[config.mk]
export PLATFORM = sky130hd
export DESIGN_NAME = cmc_contrast
export DESIGN_NICKNAME = d
export VERILOG_FILES = /design/src/sv/cmc_pkg.sv /design/src/sv/cmc_div_stage.sv /design/src/sv/cmc_contrast.sv
export SDC_FILE = /design/constraint.sdc
export NUM_CORES = 2
export LEC_CHECK = 0
export BUFFER_PORTS_ARGS = -buffer_cell sky130_fd_sc_hd__buf_2
export CAP_MARGIN = 0
export CELL_PAD_IN_SITES_DETAIL_PLACEMENT = 0
export CELL_PAD_IN_SITES_GLOBAL_PLACEMENT = 1
export CORE_MARGIN = 1
export CORE_UTILIZATION = 49
export CTS_BUF_LIST = sky130_fd_sc_hd__clkbuf_2 sky130_fd_sc_hd__clkbuf_4 sky130_fd_sc_hd__clkbuf_8
export CTS_CLUSTER_SIZE = 30
export DETAILED_ROUTE_END_ITERATION = 8
export PLACE_DENSITY_LB_ADDON = 0.1
export SLEW_MARGIN = 0
export SYNTH_ARGS = -nofsm -noshare
export SYNTH_HDL_FRONTEND = slang
export SYNTH_SLANG_ARGS = --single-unit
[constraint.sdc]
create_clock -name clk -period 13.5 [get_ports clk]
set_input_delay 2.7 -clock clk [delete_from_list [all_inputs] [get_ports clk]]
set_output_delay 2.7 -clock clk [all_outputs]
set_load 0.1 [all_outputs]
[src/sv/cmc_pkg.sv]
`timescale 1ns / 1ps

package cmc_pkg;

  localparam int CH_BITS    = 16;
  localparam int ROW_BITS   = 48;
  localparam int SLOT_BITS  = 16;
  localparam int LEVEL_BITS = 7;
  localparam int DIV_BITS   = 8;
  localparam int NUM_BITS   = CH_BITS + DIV_BITS;
  localparam int MATRIX_FRAC = 8;

  localparam int DIV_STAGES = 4;
  localparam int DIV_STEPS  = CH_BITS / DIV_STAGES;

  // Product, sum, contrast front end, divider stages, output register.
  localparam int LATENCY = DIV_STAGES + 4;

  localparam logic [CH_BITS-1:0]  CH_MAX   = 16'hFFFF;
  localparam logic [DIV_BITS-1:0] DIV_BASE = 8'd255;

  localparam logic [ROW_BITS-1:0]   ROW_RESET_RED   = 48'h0000_0000_0100;
  localparam logic [ROW_BITS-1:0]   ROW_RESET_GREEN = 48'h0000_0100_0000;
  localparam logic [ROW_BITS-1:0]   ROW_RESET_BLUE  = 48'h0100_0000_0000;
  localparam logic [LEVEL_BITS-1:0] LEVEL_RESET     = 7'd32;

  typedef logic [2:0] cfg_idx_t;

  localparam cfg_idx_t CFG_MATRIX_EN   = 3'd0;
  localparam cfg_idx_t CFG_ROW_RED     = 3'd1;
  localparam cfg_idx_t CFG_ROW_GREEN   = 3'd2;
  localparam cfg_idx_t CFG_ROW_BLUE    = 3'd3;
  localparam cfg_idx_t CFG_CONTRAST_EN = 3'd4;
  localparam cfg_idx_t CFG_LEVEL       = 3'd5;

  typedef struct packed {
    logic [CH_BITS-1:0] red_in;
    logic [CH_BITS-1:0] green_in;
    logic [CH_BITS-1:0] blue_in;
  } cmc_pixel_in_t;

  typedef struct packed {
    logic [CH_BITS-1:0] red_out;
    logic [CH_BITS-1:0] green_out;
    logic [CH_BITS-1:0] blue_out;
  } cmc_pixel_out_t;

  // Row 0 is red, row 1 green, row 2 blue.
  typedef struct packed {
    logic                       matrix_en;
    logic [2:0][ROW_BITS-1:0]   rows;
    logic                       contrast_en;
    logic [LEVEL_BITS-1:0]      level;
  } cmc_cfg_t;

  // One channel in the contrast divider. The dq field holds the dividend bits
  // still to be consumed at its top and the quotient bits produced at its bottom.
  typedef struct packed {
    logic                zero;
    logic                sat;
    logic [DIV_BITS-1:0] rem;
    logic [CH_BITS-1:0]  dq;
    logic [CH_BITS-1:0]  byp;
  } cmc_div_t;

  typedef cmc_div_t [2:0] cmc_div_lanes_t;

endpackage

[src/sv/cmc_div_stage.sv]
`timescale 1ns / 1ps

module cmc_div_stage import cmc_pkg::*; (
  input  logic                clk,
  input  logic                rst_n,
  input  logic [DIV_BITS-1:0] divisor,
  input  logic                in_valid,
  input  cmc_div_lanes_t      in_lanes,
  output logic                out_valid,
  output cmc_div_lanes_t      out_lanes
);

  cmc_div_lanes_t lanes_nxt;
  cmc_div_lanes_t lanes_r;
  logic           valid_r;

  // Restoring division, DIV_STEPS quotient bits per stage. The remainder stays
  // below the divisor, so the trial value needs only one extra bit.
  always_comb begin
    logic [DIV_BITS:0] trial;
    lanes_nxt = in_lanes;
    for (int c = 0; c < 3; c++) begin
      for (int s = 0; s < DIV_STEPS; s++) begin
        trial = {lanes_nxt[c].rem, lanes_nxt[c].dq[CH_BITS-1]};
        if (trial >= {1'b0, divisor}) begin
          trial = trial - {1'b0, divisor};
          lanes_nxt[c].dq = {lanes_nxt[c].dq[CH_BITS-2:0], 1'b1};
        end else begin
          lanes_nxt[c].dq = {lanes_nxt[c].dq[CH_BITS-2:0], 1'b0};
        end
        lanes_nxt[c].rem = trial[DIV_BITS-1:0];
      end
    end
  end

  always_ff @(posedge clk) begin
    if (!rst_n) begin
      valid_r <= 1'b0;
    end else begin
      valid_r <= in_valid;
    end
  end

  always_ff @(posedge clk) begin
    lanes_r <= lanes_nxt;
  end

  assign out_valid = valid_r;
  assign out_lanes = lanes_r;

`ifndef SYNTH
  a_rem_below_divisor: assert property (@(posedge clk) disable iff (!rst_n)
    valid_r |->
      (lanes_r[0].zero || lanes_r[0].sat || lanes_r[0].rem < divisor) &&
      (lanes_r[1].zero || lanes_r[1].sat || lanes_r[1].rem < divisor) &&
      (lanes_r[2].zero || lanes_r[2].sat || lanes_r[2].rem < divisor))
    else $error("divider remainder reached the divisor");
`endif

endmodule

[src/sv/cmc_contrast.sv]
`timescale 1ns / 1ps

module cmc_contrast import cmc_pkg::*; #(
  parameter int VAL_BITS = 25
) (
  input  logic                     clk,
  input  logic                     rst_n,
  input  cmc_cfg_t                 cfg,
  input  logic                     in_valid,
  input  logic [2:0][VAL_BITS-1:0] in_val,
  output logic                     out_valid,
  output cmc_pixel_out_t           out_pixel
);

  logic [DIV_BITS-1:0]  divisor;
  logic [VAL_BITS-1:0]  black;
  cmc_div_lanes_t       front_nxt;
  cmc_div_lanes_t       front_r;
  logic                 front_valid_r;
  cmc_div_lanes_t       lanes      [DIV_STAGES+1];
  logic                 lane_valid [DIV_STAGES+1];
  logic [2:0][CH_BITS-1:0] res;
  cmc_pixel_out_t       out_nxt;
  cmc_pixel_out_t       out_r;
  logic                 out_valid_r;

  assign divisor = DIV_BASE - {cfg.level, 1'b0};
  assign black   = VAL_BITS'({cfg.level, 8'h00});

  // Front end: subtract the black point and scale by 255. When the offset is
  // 2^16 or more the quotient is at least as large, so it saturates at once;
  // otherwise the dividend fits in 24 bits and the quotient in 16 bits
  // unless the saturation compare says so.
  always_comb begin
    logic [VAL_BITS-1:0] diff;
    logic [CH_BITS-1:0]  low;
    logic [NUM_BITS-1:0] scaled;
    for (int c = 0; c < 3; c++) begin
      diff   = in_val[c] - black;
      low    = diff[CH_BITS-1:0];
      scaled = {low, 8'h00} - {8'h00, low};
      front_nxt[c].zero = in_val[c] <= black;
      front_nxt[c].sat  = (|diff[VAL_BITS-1:CH_BITS]) || (scaled >= {divisor, 16'h0000});
      front_nxt[c].rem  = scaled[NUM_BITS-1:CH_BITS];
      front_nxt[c].dq   = scaled[CH_BITS-1:0];
      front_nxt[c].byp  = (|in_val[c][VAL_BITS-1:CH_BITS]) ? CH_MAX : in_val[c][CH_BITS-1:0];
    end
  end

  always_ff @(posedge clk) begin
    if (!rst_n) begin
      front_valid_r <= 1'b0;
    end else begin
      front_valid_r <= in_valid;
    end
  end

  always_ff @(posedge clk) begin
    front_r <= front_nxt;
  end

  assign lanes[0]      = front_r;
  assign lane_valid[0] = front_valid_r;

  for (genvar g = 0; g < DIV_STAGES; g++) begin : g_div
    cmc_div_stage u_stage (
      .clk       (clk),
      .rst_n     (rst_n),
      .divisor   (divisor),
      .in_valid  (lane_valid[g]),
      .in_lanes  (lanes[g]),
      .out_valid (lane_valid[g+1]),
      .out_lanes (lanes[g+1])
    );
  end

  always_comb begin
    for (int c = 0; c < 3; c++) begin
      priority if (!cfg.contrast_en) begin
        res[c] = lanes[DIV_STAGES][c].byp;
      end else if (lanes[DIV_STAGES][c].zero) begin
        res[c] = '0;
      end else if (lanes[DIV_STAGES][c].sat) begin
        res[c] = CH_MAX;
      end else begin
        res[c] = lanes[DIV_STAGES][c].dq;
      end
    end
    out_nxt.red_out   = res[0];
    out_nxt.green_out = res[1];
    out_nxt.blue_out  = res[2];
  end

  always_ff @(posedge clk) begin
    if (!rst_n) begin
      out_valid_r <= 1'b0;
    end else begin
      out_valid_r <= lane_valid[DIV_STAGES];
    end
  end

  always_ff @(posedge clk) begin
    out_r <= out_nxt;
  end

  assign out_valid = out_valid_r;
  assign out_pixel = out_r;

endmodule

==> metrics.md <==
| Metric | Value |
|---|---|
| Final Cycle Share | a little over four fifths |
| H-tree depth | 3 |
| Delay of the slowest critical-path stage | about 0.6 ns |
| Root buffer cell | clkbuf_8 |
| Reg2reg path depth | 36 |
| Synthesized net count | 4716 |
| Synth unique cells | 100 |
| CP Max Fanout | 20 |
| Hold Crit Class | reg -> reg |
| Fmax | ~0.09 GHz |
| Chip height | 279.0 um |
| Reg-to-reg startpoint | g_div[0].u_stage.out_lanes[76] |
| Commonest non-fill, non-tap cell in the layout | dfxtp_1 |
| R2r endpoint | g_div[1].u_stage.out_lanes[79] |
| Setup violations, final | 0 |
| CP endpoint kind | register |
| Vias/cell | between 5 and 6 |
| Maximum root-to-sink buffer count | 3 |
| Most frequent cells in the layout | dfxtp_1, ha_1, nor2_1 |
| Hold path startpoint | g_div[2].u_stage.out_lanes[17] |
| Final WL | just over 90000 um |
| Nets | 4929 |
| Largest net degree at the start of global routing | between 40 and 50 |
| Final Hold Vio Count | 0 |
| DP Wirelength | 70610 um |
| Synth Area per Inst | around 9.4 um2 |
| IO buf count | between 100 and 150 |
| Asr flop ratio synth | 0% |
| Synth-to-layout area growth | 11.82% |
| Max_slew headroom | 25.96% |
| 1st-iter DRT viols | around 1300 |
| Fill cell count | 6933 |
| Initial Util | between 40% and 50% |
| Hold endpoint | g_div[3].u_stage.out_lanes[21] |
| Clock slew at reported path FFs | about 0.070 ns |
| Die Wd | approximately 280 um |
| Std-Cell Rows | approximately 100 |
| Post-CTS Setup Bufs | 0 |
| Share of cells above drive strength 1 | roughly 14% |
| Multi-input logic area | 23260 um2 |
| Hold Path Stages | 0 |
| Count of flip-flops with a built-in enable after synthesis | 0 |
| FF-to-FF setup slack | 4.23 ns |
| Setup_tns | 0 ns |
| Vias | roughly 29000 |
| Final Core Density | 55.36% |
| CP delay by family, top | compound AO/OA/AOI/OAI gates |
| Post_cts resized | 0 |
| Mapped cell area | 37600 um2 |
| Synth Flop Type | dfxtp_1 |
| CTS Buf Count | 103 |
| Final ANT Viol Nets | 0 |
| Post-layout worst setup margin | between 2 and 2.5 ns |
| YS warnings | 0 |
| Core area | 75950 um2 |
| Fin. max-slew vios | 0 |
| CTS tree | yes |
| Clk sinks | 660 |
| First-pass GRT wire length | approximately 150000 um |
| Startpoint types | primary input |
| Die ar. | 77850 um2 |
| CP max-delay cell | or3b_2 |
| CP Class | in -> reg |
| GRT overflow | 0 |
| Arr. time, crit path | approximately 12 ns |
| Residual DRC | 0 |
| Sequential area share after synthesis | between 30% and 40% |
| First-pass detailed-route iteration total | 5 |
| Vias in the first global route | 27710 |
| Routed len/inst | 17.27 um |
| Worst-Skew Late Latency | between 0.7 and 0.8 ns |
| Status | finished, final reports clean |
| RSZ-0062 raised after global routing | false |
| Clock Skews | 0.03881 ns |
| Buf/Inv on CP | 2 |
| Required @ worst endpoint | ~14 ns |
| Post-Syn Instances | approximately 4000 |
| Register bit count reported by yosys | 660 |
| GPL Wtd Cong | 0.8498 |
| Min cycle time layout | 11.42 ns |
| CTS Hold Bufs | 0 |
| Initial antenna violation count | 4 |
| Total Routing Usage GR | between 20% and 30% |
| # IOs | 280 |
| Worst slack at placement | roughly 1.4 ns |
| Register area | 13210 um2 |
| Max Cap Violations | 0 |
| Worst-Margin Slew | about 1.1 ns |
-- worst max path at each step --
stage	startpoint	end	slack, ns	cells after the start
global placement	cfg[2]	g_div[0].u_stage.out_lanes[123]	1.38	30
finish	cfg[2]	g_div[0].u_stage.out_lanes[123]	2.08	30
global route	cfg[2]	g_div[0].u_stage.out_lanes[123]	1.21	30
CTS	cfg[2]	g_div[0].u_stage.out_lanes[123]	2.16	30
detailed placement	cfg[2]	g_div[0].u_stage.out_lanes[123]	1.44	30
floorplan	cfg[1]	g_div[2].u_stage.out_lanes[74]	2.84	33
-- sequential cells by signal, indices dropped and copies added (netlist names) --
name / count
g_div.u_stage.out_lanes: 480
front_r: 126
out_pixel: 48
g_div.u_stage.out_valid: 4
front_valid_r: 1
out_valid: 1
-- cell type report --
type                    instances  share of cell area (%)
flip-flops and latches        660                   31.43
repair buffers                170                   2.369
clock buffers                 162                   4.827
clock inverters                28                  0.9732
inverters                     224                   2.003
diodes                          1                0.005952
multi-input cells            3041                   55.33
well taps                    1030                   3.065
-- synthesized netlist by cell type (all sizes together) (17+ instances only) --
master / instances / area, um2
ha: 450 / 5630
a211oi: 50 / 380.4
nor3: 81 / 427.9
nor2b: 68 / 425.4
or2: 52 / 325.3
o31ai: 20 / 155.1
clkbuf: 42 / 161.4
and3: 50 / 312.8
a21oi: 223 / 1120
nand2: 195 / 744.5
buf: 20 / 122.6
o21ai: 236 / 1196
a21o: 107 / 803.3
nor2: 322 / 1211
fa: 48 / 960.9
xor2: 118 / 1033
o21bai: 31 / 232.7
and2: 20 / 125.1
inv: 222 / 833.3
nand4: 53 / 331.6
or3: 34 / 212.7
a221o: 31 / 310.3
o211ai: 33 / 257.7
nand3: 77 / 390.4
mux2i: 34 / 340.3
o21a: 49 / 367.9
o221ai: 19 / 166.4
dfxtp: 660 / 13210
xnor2: 208 / 1822
nand2b: 61 / 381.6
nor4: 17 / 106.4
mux2: 129 / 1453
-- kinds of logic (layout without fill, tap and decap cells) --
family	count (synthesis)	after routing	share of synthesized area, %
mux	163	163	4.769
xor+xnor	326	326	7.594
fa+ha+maj	498	498	17.53
compound gates	964	964	17.32
simple gates	1090	1090	14.66
flops	660	660	35.14
buf+inv	286	584	2.992
other cells	0	1	0
-- routing by layer --
layer	routed length [um]	vias to the layer above	track usage, %
met5	13	-	0
met4	2101	2	6.946
met3	2914	123	2.954
met2	43330	408	39.88
met1	43470	13320	30.93
li1	-	14780	-
-- stage by stage --
stage / std cells / cell area (um2) / hold slack [ns]
finish: 5316 / 42040 / 0.2998
floorplan: 3987 / 37600 / 0.3096
global route: 5316 / 42040 / 0.3077
global placement: 5125 / 39600 / 0.3095
CTS: 5315 / 42040 / 0.2980
detailed placement: 5125 / 39600 / 0.3121
Power is left out: the tool's default activity adds up to more than one toggle a clock period on the data nets, which glitch-free logic cannot reach.
