## config.mk

```make
export PLATFORM = sky130hd
export DESIGN_NAME = cmc_config
export DESIGN_NICKNAME = d
export VERILOG_FILES = /design/src/sv/cmc_pkg.sv /design/src/sv/cmc_config.sv
export SDC_FILE = /design/constraint.sdc
export NUM_CORES = 1
export LEC_CHECK = 0
export ABC_CLOCK_PERIOD_IN_PS = 1200
export BUFFER_PORTS_ARGS = -buffer_cell sky130_fd_sc_hd__buf_2
export CORE_MARGIN = 1
export CORE_UTILIZATION = 30
export DETAILED_ROUTE_END_ITERATION = 8
export PLACE_DENSITY = 0.57
export SLEW_MARGIN = 20
export SYNTH_ARGS = -nofsm -noshare
export SYNTH_HDL_FRONTEND = slang
export SYNTH_SLANG_ARGS = --single-unit
export TNS_END_PERCENT = 10
```

## constraint.sdc

```tcl
create_clock -name clk -period 1.2 [get_ports clk]
set_input_delay 0.18 -clock clk [delete_from_list [all_inputs] [get_ports clk]]
set_output_delay 0.18 -clock clk [all_outputs]
set_load 0.1 [all_outputs]
```

## src/sv/cmc_pkg.sv

```systemverilog
`timescale 1ns / 1ps

package cmc_pkg;

  localparam int CH_BITS    = 16;
  localparam int ROW_BITS   = 48;
  localparam int SLOT_BITS  = 16;
  localparam int LEVEL_BITS = 7;
  localparam int DIV_BITS   = 8;
  localparam int NUM_BITS   = CH_BITS + DIV_BITS;
  localparam int MATRIX_FRAC = 8;

  localparam int DIV_STAGES = 4;
  localparam int DIV_STEPS  = CH_BITS / DIV_STAGES;

  // Product, sum, contrast front end, divider stages, output register.
  localparam int LATENCY = DIV_STAGES + 4;

  localparam logic [CH_BITS-1:0]  CH_MAX   = 16'hFFFF;
  localparam logic [DIV_BITS-1:0] DIV_BASE = 8'd255;

  localparam logic [ROW_BITS-1:0]   ROW_RESET_RED   = 48'h0000_0000_0100;
  localparam logic [ROW_BITS-1:0]   ROW_RESET_GREEN = 48'h0000_0100_0000;
  localparam logic [ROW_BITS-1:0]   ROW_RESET_BLUE  = 48'h0100_0000_0000;
  localparam logic [LEVEL_BITS-1:0] LEVEL_RESET     = 7'd32;

  typedef logic [2:0] cfg_idx_t;

  localparam cfg_idx_t CFG_MATRIX_EN   = 3'd0;
  localparam cfg_idx_t CFG_ROW_RED     = 3'd1;
  localparam cfg_idx_t CFG_ROW_GREEN   = 3'd2;
  localparam cfg_idx_t CFG_ROW_BLUE    = 3'd3;
  localparam cfg_idx_t CFG_CONTRAST_EN = 3'd4;
  localparam cfg_idx_t CFG_LEVEL       = 3'd5;

  typedef struct packed {
    logic [CH_BITS-1:0] red_in;
    logic [CH_BITS-1:0] green_in;
    logic [CH_BITS-1:0] blue_in;
  } cmc_pixel_in_t;

  typedef struct packed {
    logic [CH_BITS-1:0] red_out;
    logic [CH_BITS-1:0] green_out;
    logic [CH_BITS-1:0] blue_out;
  } cmc_pixel_out_t;

  // Row 0 is red, row 1 green, row 2 blue.
  typedef struct packed {
    logic                       matrix_en;
    logic [2:0][ROW_BITS-1:0]   rows;
    logic                       contrast_en;
    logic [LEVEL_BITS-1:0]      level;
  } cmc_cfg_t;

  // One channel in the contrast divider. The dq field holds the dividend bits
  // still to be consumed at its top and the quotient bits produced at its bottom.
  typedef struct packed {
    logic                zero;
    logic                sat;
    logic [DIV_BITS-1:0] rem;
    logic [CH_BITS-1:0]  dq;
    logic [CH_BITS-1:0]  byp;
  } cmc_div_t;

  typedef cmc_div_t [2:0] cmc_div_lanes_t;

endpackage

```

## src/sv/cmc_config.sv

```systemverilog
`timescale 1ns / 1ps

module cmc_config import cmc_pkg::*; (
  input  logic                clk,
  input  logic                rst_n,
  input  logic                cfg_we,
  input  cfg_idx_t            cfg_index,
  input  logic [ROW_BITS-1:0] cfg_data,
  output cmc_cfg_t            cfg_o
);

  cmc_cfg_t cfg_r;
  cmc_cfg_t cfg_nxt;

  always_comb begin
    cfg_nxt = cfg_r;
    if (cfg_we) begin
      unique case (cfg_index)
        CFG_MATRIX_EN:   cfg_nxt.matrix_en   = cfg_data[0];
        CFG_ROW_RED:     cfg_nxt.rows[0]     = cfg_data;
        CFG_ROW_GREEN:   cfg_nxt.rows[1]     = cfg_data;
        CFG_ROW_BLUE:    cfg_nxt.rows[2]     = cfg_data;
        CFG_CONTRAST_EN: cfg_nxt.contrast_en = cfg_data[0];
        CFG_LEVEL:       cfg_nxt.level       = cfg_data[LEVEL_BITS-1:0];
        default:         cfg_nxt = cfg_r;
      endcase
    end
  end

  always_ff @(posedge clk) begin
    if (!rst_n) begin
      cfg_r.matrix_en   <= 1'b0;
      cfg_r.rows[0]     <= ROW_RESET_RED;
      cfg_r.rows[1]     <= ROW_RESET_GREEN;
      cfg_r.rows[2]     <= ROW_RESET_BLUE;
      cfg_r.contrast_en <= 1'b0;
      cfg_r.level       <= LEVEL_RESET;
    end else begin
      cfg_r <= cfg_nxt;
    end
  end

  assign cfg_o = cfg_r;

`ifndef SYNTH
  a_level_write: assert property (@(posedge clk) disable iff (!rst_n)
    (cfg_we && cfg_index == CFG_LEVEL) |=> cfg_r.level == $past(cfg_data[LEVEL_BITS-1:0]))
    else $error("contrast level register did not take the written word");
`endif

endmodule

```

==> results of run 1 <==
kinds of logic (layout without fill, tap and decap cells):
kind of cell           Yosys count  after routing  share of synthesized area (%)
and+or+nand+nor                212            212                           15.2
muxes                          153            153                           27.0
DFF                            153            153                           53.9
buffers and inverters           41            251                           3.96
cell usage after synthesis:
cell and n:
nor4b_1 1, and4bb_2 1, nand2_1 197, nor4bb_1 1
nand4bb_1 1, clkbuf_2 1, dfxtp_1 153, nor2b_1 8
clkbuf_1 17, buf_2 11, and4bb_1 1, buf_4 9
buf_6 3, nand4b_1 2, mux2i_1 153
worst min path at each step:
stage / startpoint / end / slack, ps
finish: cfg_data[40] / cfg_o[144] / 30
global route: cfg_data[24] / cfg_o[80] / 20
CTS: cfg_data[40] / cfg_o[144] / 9
detailed placement: cfg_data[40] / cfg_o[144] / 450
global placement: cfg_data[8] / cfg_o[16] / 450
floorplan: cfg_data[8] / cfg_o[112] / 330
power by group:
part           internal (mW)  leakage, nW  switching, mW
Combinational          0.660         2.82           1.20
Sequential              5.21         1.31          0.116
Clock                   4.18        0.334           2.17
Total                   10.1         4.46           3.49
cells in the final DEF (no fill, tap or decap):
cell,instances
nor4b_1,1
clkinvlp_4,3
nand4b_1,2
and4bb_4,1
dfxtp_2,146
buf_4,5
dfxtp_1,7
and4bb_2,1
clkinv_2,1
inv_6,3
buf_12,161
clkbuf_8,1
clkbuf_16,17
nand4bb_4,1
bufinv_16,7
buf_2,52
nor4bb_1,1
nor2b_1,8
nand2_1,197
buf_6,1
mux2i_1,153
per-stage QoR:
| stage | std cells | setup slack, ps | total power [mW] | hold slack (ps) |
|---|---|---|---|---|
| CTS | 998 | 0.0689 | 13.7 | 9.36 |
| finish | 998 | 41.3 | 13.5 | 29.9 |
| global route | 998 | 0.0147 | 14.0 | 15.4 |
| floorplan | 559 | -30.5 | 6.54 | 334 |
| detailed placement | 966 | -27.5 | 7.30 | 451 |
| global placement | 966 | 6.91 | 7.28 | 446 |
routing by layer:
metal,routed length (um),vias to the layer above,GRT usage (%)
li1,-,2229,-
met1,6290,2034,17.5
met5,0,-,0
met2,7580,143,27.0
met4,167,0,4.74
met3,1230,13,7.47
area by class of cell:
| class | instances | share of cell area [%] |
|---|---|---|
| multi-input combinational | 365 | 23.7 |
| tap | 229 | 2.81 |
| sequential | 153 | 31.9 |
| clock buffer | 18 | 4.31 |
| clock inverter | 14 | 2.59 |
| timing repair buffer | 219 | 34.7 |
==> flow_summary.json, run 1 <==
{
  "status": "finished clean",
  "first_pass_iters": 4,
  "final_util_pct": 55.7,
  "cts_buffer_depth": 2,
  "fin_worst_skew_ps": 0,
  "grt_max_degree": 76,
  "num_rows": 49,
  "avgSynthCellArea_um2": 10.2,
  "dpl_cell_area_mm2": 0.00931,
  "cts_setup_buffers": 0,
  "register_area_mm2": 0.00325,
  "clock_sinks": 153,
  "start_util_pct": 31.1,
  "crit_family": "flip-flops",
  "fin_area_mm2": 0.0102,
  "largest_register_ffs": 153,
  "drive_gt1_share_pct": 52.0,
  "first_iter_violations": 164,
  "r2r-start": "cfg_o[117]",
  "fin_nets": 810,
  "grt_pass1_vias": 4452,
  "cts-buffers-inserted": 17,
  "crit_path_end_kind": "output port",
  "r2r-end": "cfg_o[117]",
  "tritoncts": "built",
  "clkTransAtPathRegs_ps": 70,
  "ys_seq_area_share_pct": 53.9,
  "hp-class": "in -> reg",
  "reg2reg_depth": 2,
  "dieHeight_um": 140,
  "path_buf_inv": 1,
  "ant_nets": 0,
  "overflow": 0,
  "cp_max_fo": 2,
  "maxSlewHeadroom_pct": 73.1,
  "antenna_found_initial": 0,
  "fillers": 1520,
  "crit_start": "cfg_o[102]",
  "finalSetupTns_ps": 0,
  "drc": 0,
  "yosys_warnings": 0,
  "h-tree-depth": 4,
  "routabilityCongestion": 0.764,
  "ir_worst_vdd_mv": 0.950,
  "layout-area-overhead-vs-synth_pct": 79.2,
  "report.final.slew_viol_count": 0,
  "grt_pass1_wl_um": 23800,
  "design.core.area_mm2": 0.0183,
  "power.density_mw_per_mm2": 1330,
  "synthCells": 559,
  "cts_resized": 20,
  "r2r_slack_ps": 530,
  "post_synth_instance_area_mm2": 0.00568,
  "grt_setup_unrepaired": "no",
  "path_cells": "buf_12",
  "yosys.area.top_type": "dfxtp_1",
  "syn_nets": 613,
  "dp_hpwl_um": 10500,
  "cts_hold_repair.buffers": 0,
  "hold_depth": 3,
  "final_hold_viol_count": 0,
  "max_slew.worst_pin.slew_ps": 403,
  "post_drt_wl_per_cell_um": 15.3,
  "fin_crit_sh_pct": 96.6,
  "cp_num_cells": 1,
  "grt_use_total_pct": 15.9,
  "finalCriticalPeriod_ps": 1160,
  "max_freq_mhz": 863,
  "crit_path_top_delay_cell": "dfxtp_1",
  "synth.distinct_cells": 15,
  "endpoint": "cfg_o[102]",
  "max_stage_delay_ps": 370,
  "via_per_inst": 4.43,
  "setup_viol": 0,
  "required_ps": 1020,
  "synth_area_leaders": "dfxtp_1 54%, mux2i_1 27%, nand2_1 13%",
  "io_buffers": 206,
  "drt_wl_total_um": 15300,
  "cap_viol_max_count": 0,
  "cp-start-kind": "register",
  "insertion_delay_ps": 410,
  "crit_type": "reg -> out",
  "root_buffer": "clkbuf_16",
  "crit_arrival_ps": 980,
  "route.vias.total": 4419,
  "multi_input_area_mm2": 0.00241,
  "synth_top_area_share_pct": 53.9,
  "n_antenna_cell": 0,
  "pin_count": 207,
  "synth-seq-cells": 153,
  "die_w_um": 140,
  "p_leak_nw": 4.46,
  "die_area_mm2": 0.0195
}
(Power assumes the default switching activity.)
==> run 2: changes to the inputs <==
--- a/config.mk
+++ b/config.mk
@@ -8,9 +8,9 @@
 export ABC_CLOCK_PERIOD_IN_PS = 1200
 export BUFFER_PORTS_ARGS = -buffer_cell sky130_fd_sc_hd__buf_2
 export CORE_MARGIN = 1
-export CORE_UTILIZATION = 30
+export CORE_UTILIZATION = 24
 export DETAILED_ROUTE_END_ITERATION = 8
-export PLACE_DENSITY = 0.57
+export PLACE_DENSITY = 0.49
 export SLEW_MARGIN = 20
 export SYNTH_ARGS = -nofsm -noshare
 export SYNTH_HDL_FRONTEND = slang
==> flow_summary.json, run 2 (synthesized netlist as in run 1, its figures left out) <==
{
  "status": "finished clean",
  "drt_wl_total_um": 16300,
  "cts_buffer_depth": 2,
  "dpl_cell_area_mm2": 0.00958,
  "dp.cells": 1068,
  "final_util_pct": 45.0,
  "swShare_pct": 28.9,
  "routabilityCongestion": 0.721,
  "grt_pass1_wl_um": 25400,
  "final_hold_viol_count": 0,
  "path_buf_inv": 1,
  "ant_nets": 0,
  "reg2reg_depth": 2,
  "required_ps": 1020,
  "fin_nets": 828,
  "route.vias.total": 4485,
  "root_buffer": "clkbuf_16",
  "first_iter_violations": 186,
  "largest_register_ffs": 153,
  "p_leak_nw": 4.48,
  "fin_worst_skew_ps": 0,
  "max_freq_mhz": 860,
  "num_rows": 55,
  "seqPwrFrac_pct": 42.9,
  "post_drt_wl_per_cell_um": 14.8,
  "fin_crit_sh_pct": 96.9,
  "via_per_inst": 4.07,
  "crit_arrival_ps": 980,
  "power.density_mw_per_mm2": 1210,
  "fin_ws_ps": 37.4,
  "grt_use_total_pct": 13.7,
  "die_area_mm2": 0.0243,
  "cp-start-kind": "register",
  "cts_setup_buffers": 0,
  "max_stage_delay_ps": 380,
  "drive_gt1_share_pct": 53.2,
  "cts_hold_repair.buffers": 0,
  "first_pass_iters": 4,
  "ir_worst_vdd_mv": 0.784,
  "dp_hpwl_um": 12000,
  "post-place-ws_ps": -83.4,
  "holdWs_ps": 39.4,
  "p_comb_share_pct": 15.4,
  "maxSlewHeadroom_pct": 63.8,
  "crit_path_end_kind": "output port",
  "overflow": 0,
  "cap_viol_max_count": 0,
  "cts-buffers-inserted": 17,
  "final_common_cell": "nand2_1",
  "r2r_slack_ps": 560,
  "p_total_mw": 12.4,
  "dieHeight_um": 156,
  "clkTransAtPathRegs_ps": 60,
  "min_to": "cfg_o[144]",
  "hp-start": "cfg_data[40]",
  "tritoncts": "built",
  "instances_no_fill": 1101,
  "r2r-end": "cfg_o[83]",
  "h-tree-depth": 4,
  "path_cells": "buf_12",
  "p_int_mw": 8.84,
  "layout-area-overhead-vs-synth_pct": 81.5,
  "drc": 0,
  "design.core.area_mm2": 0.0229,
  "fin_area_mm2": 0.0103,
  "hold_depth": 3,
  "crit_type": "reg -> out",
  "pin_count": 207,
  "finalSetupTns_ps": 0,
  "clock_sinks": 153,
  "crit_family": "flip-flops",
  "grt_pass1_vias": 4440,
  "r2r-start": "cfg_o[83]",
  "hp-class": "in -> reg",
  "report.final.slew_viol_count": 0,
  "antenna_found_initial": 0,
  "insertion_delay_ps": 400,
  "switching_power_mw": 3.60,
  "setup_viol": 0,
  "grt_max_degree": 52,
  "layout_common_cells": "197 x nand2_1, 163 x buf_12, 153 x mux2i_1, 148 x dfxtp_2, 52 x buf_2",
  "io_buffers": 206,
  "crit_path_top_delay_cell": "dfxtp_1",
  "cp_max_fo": 2,
  "start_util_pct": 24.8,
  "pwr-share-clk_pct": 41.8,
  "finalCriticalPeriod_ps": 1160,
  "grt_setup_unrepaired": "no",
  "die_w_um": 156,
  "max_slew.worst_pin.slew_ps": 535
}
[run 2: final cells by class]
| class | count | area (um^2) |
|---|---|---|
| timing repair buffer | 237 | 3690 |
| antenna | 1 | 2.50 |
| clock inverter | 13 | 120 |
| clock buffer | 19 | 443 |
| tap | 313 | 392 |
| sequential | 153 | 3250 |
| multi-input combinational | 365 | 2410 |
| fill | 2079 | 12600 |
[run 2: worst max path at each step]
| stage | start | to | slack, ps | cells past startpoint |
|---|---|---|---|---|
| final | cfg_o[119] | cfg_o[119] | 40 | 1 |
| after global routing | cfg_o[63] | cfg_o[63] | 2 | 1 |
| after CTS | cfg_o[37] | cfg_o[37] | 0.2 | 1 |
| after detailed placement | cfg_index[0] | cfg_o[152] | -80 | 4 |
| after global placement | cfg_index[0] | cfg_o[152] | -140 | 4 |
| after floorplan | cfg_o[117] | cfg_o[117] | -30 | 2 |
[run 2: power by group through the flow]
| stage | clock (mW) | combinational [mW] | sequential (mW) |
|---|---|---|---|
| after floorplan | 0 | 0.371 | 6.17 |
| after global placement | 0 | 1.92 | 5.43 |
| after global routing | 5.63 | 1.99 | 5.34 |
| after CTS | 5.39 | 1.93 | 5.32 |
| final | 5.19 | 1.91 | 5.33 |
| after detailed placement | 0 | 1.93 | 5.43 |
[run 2: timing repair]
action | in CTS | in global routing
endpoints found under the setup margin | 34 | 99
endpoints found under the hold margin | 0 | 0
gates resized for setup | 34 | 99
[run 2: per-layer routing]
layer	share of wire, %	vias to the layer above	track usage (%)
met5	0	-	0
met4	0.80	0	3.27
met3	7.4	10	5.94
met2	49	120	22.5
met1	43	2088	16.4
li1	-	2267	-
==> run 3: changes to the inputs <==
--- a/config.mk
+++ b/config.mk
@@ -5,9 +5,9 @@
 export SDC_FILE = /design/constraint.sdc
 export NUM_CORES = 1
 export LEC_CHECK = 0
-export ABC_CLOCK_PERIOD_IN_PS = 1200
+export ABC_CLOCK_PERIOD_IN_PS = 1300
 export BUFFER_PORTS_ARGS = -buffer_cell sky130_fd_sc_hd__buf_2
-export CORE_MARGIN = 1
+export CORE_MARGIN = 1.5
 export CORE_UTILIZATION = 24
 export DETAILED_ROUTE_END_ITERATION = 8
 export PLACE_DENSITY = 0.49
==> constraint.sdc (replaced) <==
create_clock -name clk -period 1.3 [get_ports clk]
set_input_delay 0.195 -clock clk [delete_from_list [all_inputs] [get_ports clk]]
set_output_delay 0.195 -clock clk [all_outputs]
set_load 0.1 [all_outputs]
==> flow_summary.json, run 3 (synthesized netlist as in run 1, its figures left out) <==
{
  "first_iter_violations": 173,
  "max_freq_mhz": 795,
  "swShare_pct": 27.1,
  "layout_common_cells": "197 x nand2_1, 153 x mux2i_1, 153 x dfxtp_1, 115 x buf_4, 52 x buf_2",
  "report.final.slew_viol_count": 0,
  "final_hold_viol_count": 0,
  "p_leak_nw": 4.08,
  "n_antenna_cell": 0,
  "tritoncts": "built",
  "fin_crit_sh_pct": 96.8,
  "ir_worst_vdd_mv": 0.669,
  "root_buffer": "clkbuf_16",
  "seqPwrFrac_pct": 41.5,
  "grt_max_degree": 51,
  "design.core.area_mm2": 0.0233,
  "num_rows": 56,
  "path_cells": "buf_4",
  "grt_pass1_wl_um": 23500,
  "power.density_mw_per_mm2": 1360,
  "min_to": "cfg_o[5]",
  "finalCriticalPeriod_ps": 1260,
  "crit_type": "reg -> out",
  "clock_sinks": 153,
  "cp_max_fo": 2,
  "required_ps": 1110,
  "cts-buffers-inserted": 17,
  "path_buf_inv": 1,
  "largest_register_ffs": 153,
  "cap_viol_max_count": 0,
  "pin_count": 207,
  "hp-start": "cfg_data[5]",
  "pwr-share-clk_pct": 45.5,
  "cts_buffer_depth": 2,
  "h-tree-depth": 4,
  "first_pass_iters": 4,
  "io_buffers": 206,
  "max_slew.worst_pin.slew_ps": 576,
  "final_common_cell": "nand2_1",
  "start_util_pct": 24.4,
  "instances_no_fill": 1098,
  "crit_family": "flip-flops",
  "crit_arrival_ps": 1060,
  "die_area_mm2": 0.0246,
  "routabilityCongestion": 0.695,
  "r2r-start": "cfg_o[11]",
  "via_per_inst": 4.03,
  "drc": 0,
  "fin_ws_ps": 41.7,
  "grt_use_total_pct": 12.5,
  "p_total_mw": 11.7,
  "cts_hold_repair.buffers": 0,
  "die_w_um": 157,
  "drive_gt1_share_pct": 33.6,
  "r2r_slack_ps": 660,
  "fin_nets": 820,
  "post_drt_wl_per_cell_um": 13.9,
  "p_int_mw": 8.53,
  "crit_path_top_delay_cell": "dfxtp_1",
  "fillers": 2346,
  "grt_pass1_vias": 4259,
  "max_stage_delay_ps": 350,
  "finalSetupTns_ps": 0,
  "dp_hpwl_um": 10600,
  "maxSlewHeadroom_pct": 61.1,
  "hp-class": "in -> reg",
  "cp-start-kind": "register",
  "hold_depth": 3,
  "post-place-ws_ps": -49.9,
  "route.vias.total": 4429,
  "fin_worst_skew_ps": 0,
  "layout-area-overhead-vs-synth_pct": 51.8,
  "holdWs_ps": 60.9,
  "r2r-end": "cfg_o[11]",
  "p_comb_share_pct": 13.0,
  "insertion_delay_ps": 400,
  "ant_nets": 0,
  "antenna_found_initial": 0,
  "cp_num_cells": 1,
  "dieHeight_um": 157,
  "clkTransAtPathRegs_ps": 60,
  "setup_viol": 0,
  "crit_path_end_kind": "output port",
  "status": "finished clean",
  "dp.cells": 1066,
  "overflow": 0,
  "switching_power_mw": 3.18,
  "reg2reg_depth": 2,
  "drt_wl_total_um": 15300
}
==> run 3: changes by cell type in the layout (fill, tap and decap cells not counted), moves of 5 or more <==
cell / before / now
buf_12: 163 / 34
buf_4: 21 / 115
buf_6: 1 / 28
clkinvlp_4: 6 / 1
dfxtp_2: 148 / 0
dfxtp_1: 5 / 153
==> run 3: cell type report <==
class | instances | area (um^2) | share of cell area (%)
Clock buffer | 21 | 460 | 5.34
Clock inverter | 11 | 169 | 1.96
Multi-Input combinational cell | 365 | 2410 | 28.0
Sequential cell | 153 | 3060 | 35.5
Tap cell | 319 | 399 | 4.63
Timing Repair Buffer | 229 | 2120 | 24.6
==> run 3: per-layer routing <==
metal  vias to the layer above  wire length, um  track usage, %
met5                         -                0               0
li1                       2252                -               -
met1                      2049             6900            15.4
met2                       117             7320            20.4
met3                        11              929            4.49
met4                         0              138            3.67
==> run 3: through the flow <==
stage / util, % / instance area [um^2]
2_1_floorplan: - / 5680
3_3_place_gp: 32.4 / 7570
3_5_place_dp: 32.4 / 7570
4_1_cts: 36.5 / 8520
5_1_grt: 37.0 / 8620
6_report: 37.0 / 8620
==> run 3: what timing repair did <==
item,CTS,global route
buffers inserted,0,0
resized for setup,129,27
endpoints found under the hold margin,0,0
endpoints found under the setup margin,129,27
pin swaps,0,0
cloned,0,0
==> run 3: worst max path at each step <==
stage,startpoint,to,slack (ps)
after floorplan,cfg_o[0],cfg_o[0],70
after global placement,cfg_we,cfg_o[7],-100
after detailed placement,cfg_we,cfg_o[7],-50
after CTS,cfg_o[49],cfg_o[49],9
after global routing,cfg_o[91],cfg_o[91],-0.08
final,cfg_o[135],cfg_o[135],40
==> run 3: power groups by stage <==
| stage | logic, mW | registers (mW) | clock network (mW) |
|---|---|---|---|
| 6_report | 1.53 | 4.86 | 5.32 |
| 3_3_place_gp | 1.48 | 4.96 | 0 |
| 5_1_grt | 1.60 | 4.87 | 5.74 |
| 3_5_place_dp | 1.48 | 4.95 | 0 |
| 4_1_cts | 1.53 | 4.85 | 5.53 |
| 2_1_floorplan | 0.343 | 5.69 | 0 |
